`src/design/csw_pkg.sv`:
```
// ----------------------------------------------------------------------------
// Console stop-and-wait packetiser: shared definitions
// Sizes, codes and the item and control structures used by every file of
// the console transmit block but the generic RAM.
// ----------------------------------------------------------------------------
package csw_pkg;

  // Ring geometry. The ring is split into interleaved banks so that one
  // frame's worth of consecutive bytes can be read in one access. The
  // depth must be a multiple of the bank count.
  localparam int unsigned RING_DEPTH   = 64;
  localparam int unsigned HEADER_BYTES = 4;
  localparam int unsigned MAX_PAYLOAD  = 4;
  localparam int unsigned NUM_BANKS    = MAX_PAYLOAD;
  localparam int unsigned IDX_W        = $clog2(RING_DEPTH);
  localparam int unsigned CNT_W        = $clog2(RING_DEPTH + 1);
  localparam int unsigned BANK_W       = $clog2(NUM_BANKS);
  localparam int unsigned ROW_DEPTH    = RING_DEPTH / NUM_BANKS;
  localparam int unsigned ROW_W        = IDX_W - BANK_W;

  // Field widths.
  localparam int unsigned NODE_W     = 6;
  localparam int unsigned TICK_W     = 16;
  localparam int unsigned CFG_IDX_W  = 3;
  localparam int unsigned CFG_DATA_W = 16;

  // Input kinds.
  localparam logic [2:0] KIND_LOG   = 3'd0;
  localparam logic [2:0] KIND_TTY   = 3'd1;
  localparam logic [2:0] KIND_ACK   = 3'd2;
  localparam logic [2:0] KIND_TICK  = 3'd3;
  localparam logic [2:0] KIND_FLUSH = 3'd4;

  // Configuration register indexes.
  localparam logic [CFG_IDX_W-1:0] CFG_TGT_CLUSTER = 3'd0;
  localparam logic [CFG_IDX_W-1:0] CFG_TGT_MODULE  = 3'd1;
  localparam logic [CFG_IDX_W-1:0] CFG_TGT_NODE    = 3'd2;
  localparam logic [CFG_IDX_W-1:0] CFG_TGT_OBJECT  = 3'd3;
  localparam logic [CFG_IDX_W-1:0] CFG_LOC_CLUSTER = 3'd4;
  localparam logic [CFG_IDX_W-1:0] CFG_LOC_MODULE  = 3'd5;
  localparam logic [CFG_IDX_W-1:0] CFG_BRIDGE_NODE = 3'd6;
  localparam logic [CFG_IDX_W-1:0] CFG_ACK_TIMEOUT = 3'd7;

  // Characters and address values.
  localparam logic [7:0]        CH_NL  = 8'h0A;
  localparam logic [7:0]        CH_CR  = 8'h0D;
  localparam logic [NODE_W-1:0] UNCONN = 6'h3F;
  localparam logic [TICK_W-1:0] TIMEOUT_RESET = 16'd100;

  typedef struct packed {
    logic [2:0] kind;
    logic [7:0] char_byte;
    logic       tty_stopped;
    logic       last_in_batch;
  } in_item_t;

  typedef struct packed {
    logic             packet_valid;
    logic [7:0]       data_byte0;
    logic [7:0]       data_byte1;
    logic [7:0]       data_byte2;
    logic [7:0]       data_byte3;
    logic [2:0]       data_count;
    logic [NODE_W-1:0] dest_node;
    logic [3:0]       frame_length;
    logic             char_accepted;
    logic             unexpected_ack;
    logic             ack_timed_out;
    logic [CNT_W-1:0] free_room;
  } out_item_t;

  // Settings derived from the configuration registers.
  typedef struct packed {
    logic              connected;
    logic [NODE_W-1:0] dest_node;
    logic [TICK_W-1:0] timeout_load;
  } cfg_view_t;

  // One ring bank's write and read request for the current item.
  typedef struct packed {
    logic             we;
    logic [ROW_W-1:0] waddr;
    logic [7:0]       wdata;
    logic [ROW_W-1:0] raddr;
  } bank_req_t;

  // Result of an item while its ring reads are in flight.
  typedef struct packed {
    logic                             packet_valid;
    logic [2:0]                       data_count;
    logic [NODE_W-1:0]                dest_node;
    logic                             char_accepted;
    logic                             unexpected_ack;
    logic                             ack_timed_out;
    logic [CNT_W-1:0]                 free_room;
    logic [BANK_W-1:0]                first_bank;
    logic [MAX_PAYLOAD-1:0]           fwd_hit;
    logic [MAX_PAYLOAD-1:0][7:0]      fwd_data;
  } meta_t;

endpackage

```
`src/design/csw_if.sv`:
```
// ----------------------------------------------------------------------------
// Console packetiser channels
// Valid/ready channels carrying one input item and one result item.
// ----------------------------------------------------------------------------
interface csw_in_if
  import csw_pkg::*;
();
  logic     valid;
  logic     ready;
  in_item_t payload;

  modport source (output valid, output payload, input ready);
  modport sink (input valid, input payload, output ready);
endinterface

interface csw_out_if
  import csw_pkg::*;
();
  logic      valid;
  logic      ready;
  out_item_t payload;

  modport source (output valid, output payload, input ready);
  modport sink (input valid, input payload, output ready);
endinterface

```
`src/design/csw_ram.sv`:
```
// ----------------------------------------------------------------------------
// Generic single-port-write RAM
// One write and one read port; the read data is registered and holds while
// no read is enabled. A read of the address written in the same cycle
// returns the old contents.
// ----------------------------------------------------------------------------
module csw_ram #(
  parameter int unsigned WIDTH = 8,
  parameter int unsigned DEPTH = 16
) (
  input  logic                     clk_i,
  input  logic                     we_i,
  input  logic [$clog2(DEPTH)-1:0] waddr_i,
  input  logic [WIDTH-1:0]         wdata_i,
  input  logic                     re_i,
  input  logic [$clog2(DEPTH)-1:0] raddr_i,
  output logic [WIDTH-1:0]         rdata_o
);

  logic [WIDTH-1:0] mem_q [DEPTH];
  logic [WIDTH-1:0] rdata_q;

  // Write port.
  always_ff @(posedge clk_i) begin
    if (we_i) begin
      mem_q[waddr_i] <= wdata_i;
    end
  end

  // Registered read port.
  always_ff @(posedge clk_i) begin
    if (re_i) begin
      rdata_q <= mem_q[raddr_i];
    end
  end

  assign rdata_o = rdata_q;

endmodule

```
`src/design/csw_cfg.sv`:
```
// ----------------------------------------------------------------------------
// Console packetiser configuration registers
// Holds the peer and local addresses and the acknowledge timeout, and
// derives the connection, destination and timer load values.
// ----------------------------------------------------------------------------
module csw_cfg
  import csw_pkg::*;
(
  input  logic                  clk_i,
  input  logic                  rst_ni,
  input  logic                  cfg_we_i,
  input  logic [CFG_IDX_W-1:0]  cfg_idx_i,
  input  logic [CFG_DATA_W-1:0] cfg_data_i,
  output cfg_view_t             view_o
);

  logic [NODE_W-1:0] tgt_cluster_q, tgt_module_q, tgt_node_q, tgt_object_q;
  logic [NODE_W-1:0] loc_cluster_q, loc_module_q, bridge_node_q;
  logic [TICK_W-1:0] ack_timeout_q;
  logic              peer_local;

  // Register writes by index.
  always_ff @(posedge clk_i or negedge rst_ni) begin
    if (!rst_ni) begin
      tgt_cluster_q <= UNCONN;
      tgt_module_q  <= UNCONN;
      tgt_node_q    <= UNCONN;
      tgt_object_q  <= UNCONN;
      loc_cluster_q <= '0;
      loc_module_q  <= '0;
      bridge_node_q <= '0;
      ack_timeout_q <= TIMEOUT_RESET;
    end else if (cfg_we_i) begin
      unique case (cfg_idx_i)
        CFG_TGT_CLUSTER: tgt_cluster_q <= cfg_data_i[NODE_W-1:0];
        CFG_TGT_MODULE:  tgt_module_q  <= cfg_data_i[NODE_W-1:0];
        CFG_TGT_NODE:    tgt_node_q    <= cfg_data_i[NODE_W-1:0];
        CFG_TGT_OBJECT:  tgt_object_q  <= cfg_data_i[NODE_W-1:0];
        CFG_LOC_CLUSTER: loc_cluster_q <= cfg_data_i[NODE_W-1:0];
        CFG_LOC_MODULE:  loc_module_q  <= cfg_data_i[NODE_W-1:0];
        CFG_BRIDGE_NODE: bridge_node_q <= cfg_data_i[NODE_W-1:0];
        CFG_ACK_TIMEOUT: ack_timeout_q <= cfg_data_i[TICK_W-1:0];
        default: ;
      endcase
    end
  end

  // The peer is unconnected when all four of its address fields are all ones.
  assign view_o.connected = !((tgt_cluster_q == UNCONN) && (tgt_module_q == UNCONN) &&
                              (tgt_node_q == UNCONN) && (tgt_object_q == UNCONN));

  // Frames go straight to the peer when it sits in our cluster and module.
  assign peer_local       = (tgt_cluster_q == loc_cluster_q) && (tgt_module_q == loc_module_q);
  assign view_o.dest_node = peer_local ? tgt_node_q : bridge_node_q;

  // A zero timeout still waits one tick.
  assign view_o.timeout_load = (ack_timeout_q == '0) ? TICK_W'(1) : ack_timeout_q;

endmodule

```
`src/design/csw_ctrl.sv`:
```
// ----------------------------------------------------------------------------
// Console packetiser item control
// Updates the ring pointers, the acknowledge flag and the timer for one
// item, and issues the ring bank writes and the frame reads.
// ----------------------------------------------------------------------------
module csw_ctrl
  import csw_pkg::*;
(
  input  logic                            clk_i,
  input  logic                            rst_ni,
  input  logic                            fire_i,
  input  in_item_t                        item_i,
  input  cfg_view_t                       cfg_i,
  output bank_req_t [NUM_BANKS-1:0]       bank_req_o,
  output meta_t                           meta_o
);

  logic [IDX_W-1:0]  ridx_q, ridx_d, widx_q, widx_d;
  logic [CNT_W-1:0]  fill_q, fill_d;
  logic              ackw_q, ackw_d;
  logic [TICK_W-1:0] tleft_q, tleft_d;

  // Ring index plus a small offset, wrapping at the ring depth.
  function automatic logic [IDX_W-1:0] idx_add(logic [IDX_W-1:0] idx, logic [2:0] k);
    logic [IDX_W:0] s;
    s = {1'b0, idx} + (IDX_W + 1)'(k);
    if (s >= (IDX_W + 1)'(RING_DEPTH)) begin
      s = s - (IDX_W + 1)'(RING_DEPTH);
    end
    return s[IDX_W-1:0];
  endfunction

  // Per-item logic: character stores first, then the send attempt.
  always_comb begin
    logic             w0_en, w1_en;
    logic [7:0]       w0_data, w1_data;
    logic [IDX_W-1:0] w0_addr, w1_addr;
    logic [1:0]       nwr;
    logic             room0, room1, ch_ok, send;
    logic             ackw_mid;
    logic [CNT_W-1:0] fill_mid;
    logic [2:0]       n;
    logic [IDX_W-1:0] ra;

    w0_en    = 1'b0;
    w1_en    = 1'b0;
    w0_data  = item_i.char_byte;
    w1_data  = item_i.char_byte;
    w0_addr  = widx_q;
    w1_addr  = idx_add(widx_q, 3'd1);
    room0    = fill_q < CNT_W'(RING_DEPTH);
    room1    = fill_q < CNT_W'(RING_DEPTH - 1);
    ch_ok    = 1'b0;
    send     = 1'b0;
    ackw_mid = ackw_q;
    tleft_d  = tleft_q;
    n        = '0;

    meta_o = '0;

    unique case (item_i.kind)
      KIND_LOG: begin
        if (cfg_i.connected) begin
          // A newline first stores a carriage return.
          if ((item_i.char_byte == CH_NL) && room0) begin
            w0_en   = 1'b1;
            w0_data = CH_CR;
            ch_ok   = room1;
            w1_en   = room1;
          end else begin
            ch_ok = room0;
            w0_en = room0;
          end
          meta_o.char_accepted = ch_ok;
          send = item_i.last_in_batch;
        end
      end
      KIND_TTY: begin
        if (!cfg_i.connected) begin
          meta_o.char_accepted = 1'b1;
        end else if (!item_i.tty_stopped) begin
          ch_ok = room0;
          w0_en = room0;
          meta_o.char_accepted = ch_ok;
          send = item_i.last_in_batch || !ch_ok;
        end
      end
      KIND_ACK: begin
        meta_o.unexpected_ack = !ackw_q;
        ackw_mid = 1'b0;
        tleft_d  = '0;
        send     = 1'b1;
      end
      KIND_TICK: begin
        if (ackw_q) begin
          if (tleft_q != '0) begin
            tleft_d = tleft_q - TICK_W'(1);
          end
          if (tleft_d == '0) begin
            ackw_mid = 1'b0;
            meta_o.ack_timed_out = 1'b1;
            send = 1'b1;
          end
        end
      end
      default: ;
    endcase

    // Pointer advance after the stores.
    nwr      = {1'b0, w0_en} + {1'b0, w1_en};
    fill_mid = fill_q + CNT_W'(nwr);
    unique case (nwr)
      2'd1:    widx_d = w1_addr;
      2'd2:    widx_d = idx_add(widx_q, 3'd2);
      default: widx_d = widx_q;
    endcase
    ridx_d = ridx_q;
    fill_d = fill_mid;
    ackw_d = ackw_mid;

    // Flush empties the ring without touching the acknowledge state.
    if (item_i.kind == KIND_FLUSH) begin
      ridx_d = widx_q;
      fill_d = '0;
    end

    // Send attempt: an unconnected peer drains the ring, otherwise a frame of
    // up to four bytes leaves when nothing is pending.
    if (send) begin
      if (!cfg_i.connected) begin
        ridx_d = widx_d;
        fill_d = '0;
      end else if (!ackw_mid && (fill_mid != '0)) begin
        n = (fill_mid >= CNT_W'(MAX_PAYLOAD)) ? 3'(MAX_PAYLOAD) : fill_mid[2:0];
        ridx_d  = idx_add(ridx_q, n);
        fill_d  = fill_mid - CNT_W'(n);
        ackw_d  = 1'b1;
        tleft_d = cfg_i.timeout_load;
        meta_o.packet_valid = 1'b1;
        meta_o.data_count   = n;
        meta_o.dest_node    = cfg_i.dest_node;
      end
    end

    meta_o.free_room  = CNT_W'(RING_DEPTH) - fill_d;
    meta_o.first_bank = ridx_q[BANK_W-1:0];

    // Bank requests: each of the consecutive frame bytes and each store lands
    // in its own bank.
    for (int b = 0; b < NUM_BANKS; b++) begin
      bank_req_o[b] = '0;
    end
    if (w0_en) begin
      bank_req_o[w0_addr[BANK_W-1:0]].we    = 1'b1;
      bank_req_o[w0_addr[BANK_W-1:0]].waddr = w0_addr[IDX_W-1:BANK_W];
      bank_req_o[w0_addr[BANK_W-1:0]].wdata = w0_data;
    end
    if (w1_en) begin
      bank_req_o[w1_addr[BANK_W-1:0]].we    = 1'b1;
      bank_req_o[w1_addr[BANK_W-1:0]].waddr = w1_addr[IDX_W-1:BANK_W];
      bank_req_o[w1_addr[BANK_W-1:0]].wdata = w1_data;
    end
    for (int k = 0; k < MAX_PAYLOAD; k++) begin
      ra = idx_add(ridx_q, 3'(k));
      bank_req_o[ra[BANK_W-1:0]].raddr = ra[IDX_W-1:BANK_W];
      // A byte stored by this same item is not yet in the bank when read.
      if (w0_en && (w0_addr == ra)) begin
        meta_o.fwd_hit[k]  = 1'b1;
        meta_o.fwd_data[k] = w0_data;
      end else if (w1_en && (w1_addr == ra)) begin
        meta_o.fwd_hit[k]  = 1'b1;
        meta_o.fwd_data[k] = w1_data;
      end
    end
  end

  // State registers, updated once per accepted item.
  always_ff @(posedge clk_i or negedge rst_ni) begin
    if (!rst_ni) begin
      ridx_q  <= '0;
      widx_q  <= '0;
      fill_q  <= '0;
      ackw_q  <= 1'b0;
      tleft_q <= '0;
    end else if (fire_i) begin
      ridx_q  <= ridx_d;
      widx_q  <= widx_d;
      fill_q  <= fill_d;
      ackw_q  <= ackw_d;
      tleft_q <= tleft_d;
    end
  end

  // The timer runs exactly while an acknowledge is pending.
  assert property (@(posedge clk_i) disable iff (!rst_ni) ackw_q == (tleft_q != '0))
    else $error("acknowledge flag and timer disagree");

  // The fill count never exceeds the ring.
  assert property (@(posedge clk_i) disable iff (!rst_ni) fill_q <= CNT_W'(RING_DEPTH))
    else $error("ring fill count overflow");

  // The read pointer trails the write pointer by the fill count.
  assert property (@(posedge clk_i) disable iff (!rst_ni)
    idx_add(ridx_q, 3'd0) ==
      IDX_W'(({1'b0, widx_q} + (IDX_W + 1)'(RING_DEPTH) - (IDX_W + 1)'(fill_q)) % RING_DEPTH))
    else $error("ring pointers out of step with fill count");

endmodule

```
`src/design/console_stop_wait_packetizer.sv`:
```
// ----------------------------------------------------------------------------
// Console stop-and-wait packetiser
// Console transmit engine: queues log and terminal characters in a byte ring
// and packs up to four of them into a frame per acknowledge.
// ----------------------------------------------------------------------------
// Usage:
// Items enter on in_i (valid/ready): characters, acknowledges, timer ticks
// and flush requests. Every item yields exactly one result on out_o, which
// carries an optional frame plus the status flags and the free ring room.
// Configuration is written through cfg_we_i/cfg_idx_i/cfg_data_i while the
// block is idle; a write takes effect at the next clock edge.
// Timing: the accepting edge does the item's control work and issues its
// ring read into the middle stage; the output register then loads from the
// middle stage once it is free and presents the result. Throughput: one
// item per cycle while out_o does not stall; the ring is four interleaved
// banks, so the four bytes of a frame come out of one read.
// Reset empties the ring, clears the pending acknowledge and the timer and
// restores the register defaults (peer unconnected). The ring contents are
// not cleared. When out_o stalls, the result waits in the output register,
// one more item can fill an empty middle stage, and then in_i.ready drops.
// ----------------------------------------------------------------------------
module console_stop_wait_packetizer
  import csw_pkg::*;
(
  input  logic                  clk_i,
  input  logic                  rst_ni,
  input  logic                  cfg_we_i,
  input  logic [CFG_IDX_W-1:0]  cfg_idx_i,
  input  logic [CFG_DATA_W-1:0] cfg_data_i,
  csw_in_if.sink                in_i,
  csw_out_if.source             out_o
);

  cfg_view_t                    cfg_view;
  bank_req_t [NUM_BANKS-1:0]    bank_req;
  logic [NUM_BANKS-1:0][7:0]    bank_rdata;
  meta_t                        meta, s1_q;
  logic                         s1_valid_q, out_valid_q;
  out_item_t                    out_q, out_d;
  logic                         fire, out_adv;
  logic [MAX_PAYLOAD-1:0][7:0]  payload;

  csw_cfg u_cfg (
    .clk_i      (clk_i),
    .rst_ni     (rst_ni),
    .cfg_we_i   (cfg_we_i),
    .cfg_idx_i  (cfg_idx_i),
    .cfg_data_i (cfg_data_i),
    .view_o     (cfg_view)
  );

  csw_ctrl u_ctrl (
    .clk_i      (clk_i),
    .rst_ni     (rst_ni),
    .fire_i     (fire),
    .item_i     (in_i.payload),
    .cfg_i      (cfg_view),
    .bank_req_o (bank_req),
    .meta_o     (meta)
  );

  // Interleaved ring banks; reads are only issued by an accepted item, so
  // the read data holds while the middle stage is stalled.
  for (genvar b = 0; b < NUM_BANKS; b++) begin : g_bank
    csw_ram #(
      .WIDTH (8),
      .DEPTH (ROW_DEPTH)
    ) u_ram (
      .clk_i   (clk_i),
      .we_i    (fire && bank_req[b].we),
      .waddr_i (bank_req[b].waddr),
      .wdata_i (bank_req[b].wdata),
      .re_i    (fire),
      .raddr_i (bank_req[b].raddr),
      .rdata_o (bank_rdata[b])
    );
  end

  // Handshake: the output register frees the middle stage, which frees input.
  assign out_adv    = !out_valid_q || out_o.ready;
  assign in_i.ready = !s1_valid_q || out_adv;
  assign fire       = in_i.valid && in_i.ready;

  // Payload assembly: rotate bank data into ring order, take same-item
  // stores from the forward path, and zero the unused bytes.
  always_comb begin
    logic [BANK_W-1:0] bank;
    for (int k = 0; k < MAX_PAYLOAD; k++) begin
      bank = s1_q.first_bank + BANK_W'(k);
      payload[k] = s1_q.fwd_hit[k] ? s1_q.fwd_data[k] : bank_rdata[bank];
      if (3'(k) >= s1_q.data_count) begin
        payload[k] = '0;
      end
    end
  end

  always_comb begin
    out_d                = '0;
    out_d.packet_valid   = s1_q.packet_valid;
    out_d.data_byte0     = payload[0];
    out_d.data_byte1     = payload[1];
    out_d.data_byte2     = payload[2];
    out_d.data_byte3     = payload[3];
    out_d.data_count     = s1_q.data_count;
    out_d.dest_node      = s1_q.dest_node;
    out_d.frame_length   = s1_q.packet_valid ?
                           (4'(HEADER_BYTES) + 4'(s1_q.data_count)) : 4'd0;
    out_d.char_accepted  = s1_q.char_accepted;
    out_d.unexpected_ack = s1_q.unexpected_ack;
    out_d.ack_timed_out  = s1_q.ack_timed_out;
    out_d.free_room      = s1_q.free_room;
  end

  // Middle stage and output register valid flags.
  always_ff @(posedge clk_i or negedge rst_ni) begin
    if (!rst_ni) begin
      s1_valid_q  <= 1'b0;
      out_valid_q <= 1'b0;
    end else begin
      if (in_i.ready) begin
        s1_valid_q <= fire;
      end
      if (out_adv) begin
        out_valid_q <= s1_valid_q;
      end
    end
  end

  // Payload registers.
  always_ff @(posedge clk_i) begin
    if (fire) begin
      s1_q <= meta;
    end
    if (out_adv && s1_valid_q) begin
      out_q <= out_d;
    end
  end

  assign out_o.valid   = out_valid_q;
  assign out_o.payload = out_q;

  // A frame on the output always carries between one and four bytes.
  assert property (@(posedge clk_i) disable iff (!rst_ni)
    (out_valid_q && out_q.packet_valid) |->
      (out_q.data_count != 3'd0) && (out_q.data_count <= 3'(MAX_PAYLOAD)))
    else $error("frame with bad payload count");

  // Without a frame every frame field is zero.
  assert property (@(posedge clk_i) disable iff (!rst_ni)
    (out_valid_q && !out_q.packet_valid) |->
      (out_q.data_count == 3'd0) && (out_q.frame_length == 4'd0) &&
      (out_q.dest_node == '0) && (out_q.data_byte0 == 8'd0))
    else $error("frame fields set without a frame");

endmodule
```
`src/flat_wrapper.sv`:
```
// flat-port wrapper written by rule: the top's interface ports become plain ports
module console_stop_wait_packetizer_flat import csw_pkg::*;
  (clk_i, rst_ni, cfg_we_i, cfg_idx_i, cfg_data_i, in_i_valid, in_i_payload, in_i_ready, out_o_valid, out_o_payload, out_o_ready);
  csw_in_if in_i_i ();
  csw_out_if out_o_i ();
  input  logic clk_i;
  input  logic rst_ni;
  input  logic cfg_we_i;
  input  logic [CFG_IDX_W-1:0] cfg_idx_i;
  input  logic [CFG_DATA_W-1:0] cfg_data_i;
  input wire logic [$bits(in_i_i.valid)-1:0] in_i_valid;
  input wire logic [$bits(in_i_i.payload)-1:0] in_i_payload;
  output wire logic [$bits(in_i_i.ready)-1:0] in_i_ready;
  output wire logic [$bits(out_o_i.valid)-1:0] out_o_valid;
  output wire logic [$bits(out_o_i.payload)-1:0] out_o_payload;
  input wire logic [$bits(out_o_i.ready)-1:0] out_o_ready;
  assign in_i_i.valid = in_i_valid;
  assign in_i_i.payload = in_i_payload;
  assign in_i_ready = in_i_i.ready;
  assign out_o_valid = out_o_i.valid;
  assign out_o_payload = out_o_i.payload;
  assign out_o_i.ready = out_o_ready;
  console_stop_wait_packetizer u_core (.clk_i(clk_i), .rst_ni(rst_ni), .cfg_we_i(cfg_we_i), .cfg_idx_i(cfg_idx_i), .cfg_data_i(cfg_data_i), .in_i(in_i_i), .out_o(out_o_i));
endmodule
```
`config.mk`:
```
export PLATFORM = sky130hd
export DESIGN_NAME = console_stop_wait_packetizer_flat
export DESIGN_NICKNAME = d
export VERILOG_FILES = /design/src/design/csw_pkg.sv /design/src/design/csw_if.sv /design/src/design/csw_ram.sv /design/src/design/csw_cfg.sv /design/src/design/csw_ctrl.sv /design/src/design/console_stop_wait_packetizer.sv /design/src/flat_wrapper.sv
export SDC_FILE = /design/constraint.sdc
export NUM_CORES = 1
export LEC_CHECK = 0
export BUFFER_PORTS_ARGS = -buffer_cell sky130_fd_sc_hd__buf_4
export CAP_MARGIN = 40
export CORE_ASPECT_RATIO = 0.8
export CORE_UTILIZATION = 25
export CTS_BUF_LIST = sky130_fd_sc_hd__clkbuf_16
export CTS_CLUSTER_SIZE = 24
export DETAILED_ROUTE_END_ITERATION = 6
export PLACE_DENSITY_LB_ADDON = 0.12
export SLEW_MARGIN = 20
export SYNTH_ARGS = -nofsm -noshare
export SYNTH_HDL_FRONTEND = slang
export SYNTH_SLANG_ARGS = --single-unit
```
`constraint.sdc`:
```
create_clock -name clk_i -period 5.5 [get_ports clk_i]
set_input_delay 0.55 -clock clk_i [delete_from_list [all_inputs] [get_ports clk_i]]
set_output_delay 0.55 -clock clk_i [all_outputs]
set_load 0.02 [all_outputs]
```
Word level (Yosys, flattened, before mapping)
Memory sizes are Yosys's and may differ from the RTL's. A register that Yosys moved wholly into a read port is not among the register bits.
Cells that the tools add are included.
{"block": "totals", "regBits": 210, "ramBits": 512, "inputBits": 37, "word_cells": 297, "memories": 4}
{"block": "op_classes", "n_addsub": 22, "n_lt_le_gt_ge": 30, "eq_ne": 28, "mux": 118, "bitwise": 2, "reduce_logical": 50}
{"memory": "u_core.g_bank[0].u_ram.mem_q", "depth": 16, "width": 8, "rd": 1, "rd_ports_with_merged_regs": 1, "write_ports": 1, "line_no": "csw_ram.sv:20", "text": "logic [WIDTH-1:0] mem_q [DEPTH];"}
{"memory": "u_core.g_bank[1].u_ram.mem_q", "depth": 16, "width": 8, "rd": 1, "rd_ports_with_merged_regs": 1, "write_ports": 1, "line_no": "csw_ram.sv:20"}
{"memory": "u_core.g_bank[2].u_ram.mem_q", "depth": 16, "width": 8, "rd": 1, "rd_ports_with_merged_regs": 1, "write_ports": 1, "line_no": "csw_ram.sv:20"}
{"memory": "u_core.g_bank[3].u_ram.mem_q", "depth": 16, "width": 8, "rd": 1, "rd_ports_with_merged_regs": 1, "write_ports": 1, "line_no": "csw_ram.sv:20"}
{"cell": "68-bit bitwise mux", "count": 9}
{"cell": "17-bit demux with 2-bit select", "count": 10}
{"cell": "16-bit two-way mux", "count": 10}
{"cell": "8-bit two-way mux", "count": 19}
{"cell": "68-bit two-way mux", "count": 2}
{"cell": "6-bit two-way mux", "count": 12}
{"cell": "8-bit binary-select mux with 2-bit select", "count": 4}
{"cell": "6-bit == test", "count": 10}
{"cell": "7-bit >= comparator, second input constant", "count": 6}
{"cell": "6-bit by 1-bit subtractor with 6-bit output, second input constant", "count": 7}
{"cell": "17-bit two-way mux", "count": 2}
{"cell": "16-bit zero test", "count": 2}
{"cell": "1-bit two-way mux", "count": 32}
{"cell": "16-bit case mux with 2 select lines", "count": 1}
{"cell": "2-bit by 3-bit < comparator with 1-bit output, second input constant", "count": 10}
{"cell": "7-bit two-way mux", "count": 4}
{"cell": "1-bit logical AND", "count": 26}
{"cell": "6-bit == test, second input constant", "count": 4}
{"cell": "12-bit two-way mux", "count": 2}
{"cell": "6-bit by 2-bit adder with 7-bit output, second input constant", "count": 3}
{"cell": "4-bit two-way mux", "count": 4}
{"cell": "2-bit AND reduction", "count": 8}
{"cell": "16-bit nonzero test", "count": 1}
{"cell": "16-bit by 1-bit subtractor with 16-bit output, second input constant", "count": 1}
{"cell": "other kinds (34)", "count": 61}

Depth between registers and ports, before layout
{"block": "depth", "word_depth": 19, "ltp_mapped": 25}

Cells and area by module
From an unflattened synthesis, not the netlist that was laid out.
{"block": "hier_totals", "hier_cells": 2227, "area_unflattened_um2": 34330.4}
{"mod": "csw_ram", "n_inst": 4, "cells_per_inst": 229, "area_each_um2": 5227.5}
{"mod": "csw_ctrl", "n_inst": 1, "cells_per_inst": 871, "area_each_um2": 6050.8}
{"mod": "console_stop_wait_packetizer", "n_inst": 1, "cells_per_inst": 258, "area_each_um2": 4715.8}
{"mod": "csw_cfg", "n_inst": 1, "cells_per_inst": 182, "area_each_um2": 2653.8}

Worst setup path before layout
Ideal clock, no wire load.
{"block": "synth_path", "path_kind": "input-to-reg", "from": "in in_i_payload[10]", "to": "reg u_core.s1_q, in the netlist u_core.out_d[6] (data pin)", "setup_ns": 0.262, "t_arrival_ns": 5.539, "path_slack_ns": -0.301, "path_stages": 23, "cell_sequence": "clkbuf_1 a211o_1 nor3_1 clkbuf_1 ha_1 ha_1 fa_1 clkbuf_1 nor3_1 a211o_1 nand4_1 nor2_1 inv_1 nand2_1 ha_1 nor2b_1 a21oi_1 o311a_2 a41oi_1 or3b_4 a221oi_2 nand4b_1 xor2_1"}
{"item": "start, declared", "line_no": "flat_wrapper.sv:12", "text": "input wire logic [$bits(in_i_i.payload)-1:0] in_i_payload;"}
{"item": "end signal, assigned", "line_no": "console_stop_wait_packetizer.sv:132", "text": "s1_q <= meta;"}
{"item": "end, declared", "line_no": "console_stop_wait_packetizer.sv:37", "text": "meta_t meta, s1_q;"}

==> metrics <==
clk slew on worst S/H paths 0.06 ns; final total power 22.3 mW; Clock Sink Count 754; final RePlAce weighted congestion 0.846; die area 140000 sq um; Final Critical Period 5.17 ns; Hold WC Path Type input pin to flip-flop; most frequent cells in the layout 658 x edfxtp_1, 303 x nand2_1, 303 x buf_4; PwrDens 529 nW/um^2; Mapped Area 34700 sq um; initial antenna violation count 3; Synth Instances 2599; Yosys reg bits 754; Nets 2919; initial DRC count 1598; Final setup viols 0; Slew @ Worst Pin 0.917 ns; port bufs 94; crit-path max FO 6; total grt overflow 0; Setup crit start kind flip-flop; root buf cell clkbuf_16; Hold Fails Final Rpt 0; Worst Setup End Kind flip-flop; synthesized area per cell 13.3 sq um; FF+latch area 22200 sq um; worst-case clock buffer depth 3; crit path DAT 5.56 ns; IO Count 95; gr usage total 0.149; critical path data required time 5.90 ns; worst-skew pair later-pin latency 0.70 ns; Final Routed Wirelength 105000 microns; drt wl/cell 22.0 microns; relative slew slack 0.389; Max Fclk 194 MHz; Worst R2R Setup Slack 0.33 ns; die width 418 microns; Mapped Nets 2668; utilization after layout 0.308; period utilization 0.939; Post-Layout Inst Area 42100 sq um; Pre-antenna DRT Iters 6; Vias/cell 4.72; die height 335 microns; # DRC 0; RSZ-0062 raised after global routing no; critical path cell sequence nand4_1 > nor4_4 > buf_4 > and2_1 > nor3_4 > ha_4 > ha_1 > fa_1 > buf_4 > nor4bb_1 > a211o_1 > nand4_1 > nor2_2 > inv_1 > nand2_1 > ha_2 > nor3_1 > a21oi_1 > o311a_2 > a41oi_1 > or3b_4 > a221oi_2 > nand4b_1 > xor2_1; Hold Slack 0.102 ns; Slowest-stage cell, CP dfstp_2; Core ar. 137000 sq um; area of the multi-input gates 11900 sq um; final slew viol count 0; Area growth, synth to finish 21.5%; via count 22500; CTS tree built; Most used DFF post-synth edfxtp_1; Final ANT Viol Nets 0; cts bufs inserted 86; largest net degree at the start of global routing 65; Netlist cell types 94; Synth warnings 0; status complete, no violations; Initial Util 0.253; sequential-to-total area share from yosys stat 0.640; number of global-route vias before repair 22600; Layout Skew 0.0462 ns; first-pass GRT wire length 155000 microns; num rows 121; layout cells sized above 1 0.233; DPL Wire Length 71400 microns; asr flop ratio synth 0.127; Fillers 13700; H-Tree Depth 3; slowest stage delay, CP 0.54 ns; commonest non-fill, non-tap cell in the layout edfxtp_1; Max Cap Viol 0; Lkg Pwr 14.8 nW; Post-synth EDFFs 658; Worst VDD drop 0.310 mV; WS Path Type flip-flop to flip-flop; Post-Place Cell Area 39000 sq um
==> critical path, delay by kind of cell, from the launching register on <==
kind	cells	cell delay (ns)
fa+ha+maj	4	0.87
xor+xnor	1	0.16
buf+inv	3	0.39
simple gates	11	1.97
flops	1	0.54
compound gates	5	0.94
==> synthesized netlist by cell type, drive strengths merged, types with 28 or more instances <==
master,count,area [sq um]
nand2,304,1140
a31oi,54,338
and2,115,722
xor2,33,289
ha,30,375
nor2b,51,319
nand3,39,195
a211oi,95,713
nand2b,28,175
mux4,72,1620
clkbuf,137,546
dfrtp,69,1730
mux2i,101,1010
a311oi,32,280
edfxtp,658,19800
o21ai,79,395
a21oi,109,546
mux2,60,676
nor2,174,653
==> routing by layer <==
metal / up-vias / global-route usage / part of all wire
li1: 10400 / - / -
met1: 11400 / 0.222 / 0.50
met3: 129 / 0.0233 / 0.041
met4: 0 / 0.0362 / 0.021
met2: 571 / 0.225 / 0.44
met5: - / 0 / 0
==> cells by family (layout without fill, tap and decap cells) <==
kind of cell	after synthesis	count (layout)	share of synthesized area
DFF	754	754	0.640
AOI/OAI and AO/OA	496	496	0.0964
xor gates and xnor gates	60	60	0.0152
adders and majority gates	32	32	0.0120
other	1	3	0.000108
and+or+nand+nor	835	835	0.118
buffers and inverters	188	512	0.0225
muxes	233	233	0.0954
==> what timing repair did <==
| item | 4_1_cts | 5_1_grt |
|---|---|---|
| setup endpoints to repair | 0 | 9 |
| hold buffers | 2 | 0 |
| setup buffers | 0 | 1 |
| gates resized for setup | 0 | 4 |
| endpoints found under the hold margin | 35 | 0 |
==> area by class of cell <==
| type | instances | area share |
|---|---|---|
| sequential | 754 | 0.527 |
| tap | 1845 | 0.0548 |
| clock buffer | 90 | 0.0535 |
| multi-input combinational | 1657 | 0.282 |
| clock inverter | 71 | 0.0168 |
| antenna | 2 | 0.000119 |
| timing repair buffer | 326 | 0.0629 |
| inverter | 25 | 0.00229 |
==> stage by stage <==
step                std cells  setup slack [ns]  TNS [ns]
floorplan                2599            0.0122         0
global placement         4576            -0.260    -0.747
detailed placement       4600            -0.222    -0.582
CTS                      4763            0.0176         0
global route             4768            0.0347         0
finish                   4770             0.334         0
==> worst paths after layout <==
path                                            start                             end  depth (start not counted)
hold / removal                         cfg_data_i[14]  u_core.u_cfg.ack_timeout_q[14]                          2
hold reg to reg                       u_core.out_d[8]         u_core.out_o.payload[8]                          0
max in group asynchronous                      rst_ni         u_core.u_ctrl.fill_q[6]                          4
min in group asynchronous                      rst_ni   u_core.u_cfg.loc_cluster_q[3]                          2
setup reg to reg           u_core.u_cfg.tgt_node_q[3]                 u_core.out_d[6]                         24
setup / recovery           u_core.u_cfg.tgt_node_q[3]                 u_core.out_d[6]                         24
==> power by group <==
group	internal, mW	leakage, nW	switching [mW]
combinational	3.60	5.92	5.28
sequential	6.89	7.38	0.553
clock	3.54	1.51	2.43
total	14.0	14.8	8.26
==> sequential cells by signal (all words and copies together), names as in the netlist <==
register                     cells
u_core.u_ctrl.ridx_q             6
u_core.s1_q                     38
u_core.u_cfg.loc_module_q        6
u_core.out_d                    20
u_core.out_o.valid               1
u_core.u_ctrl.widx_q             6
u_core.out_o.payload            56
u_core.u_cfg.bridge_node_q       6
u_core.u_ctrl.ackw_q             1
u_core.g_bank.u_ram.mem_q      512
u_core.u_ctrl.tleft_q           16
u_core.u_ctrl.fill_q             7
u_core.g_bank.u_ram.rdata_o     32
u_core.u_cfg.ack_timeout_q      16
u_core.u_cfg.tgt_object_q        6
u_core.u_cfg.tgt_node_q          6
u_core.u_cfg.tgt_module_q        6
u_core.s1_valid_q                1
u_core.u_cfg.tgt_cluster_q       6
u_core.u_cfg.loc_cluster_q       6
No activity file was read; power rests on OpenSTA's default activity.
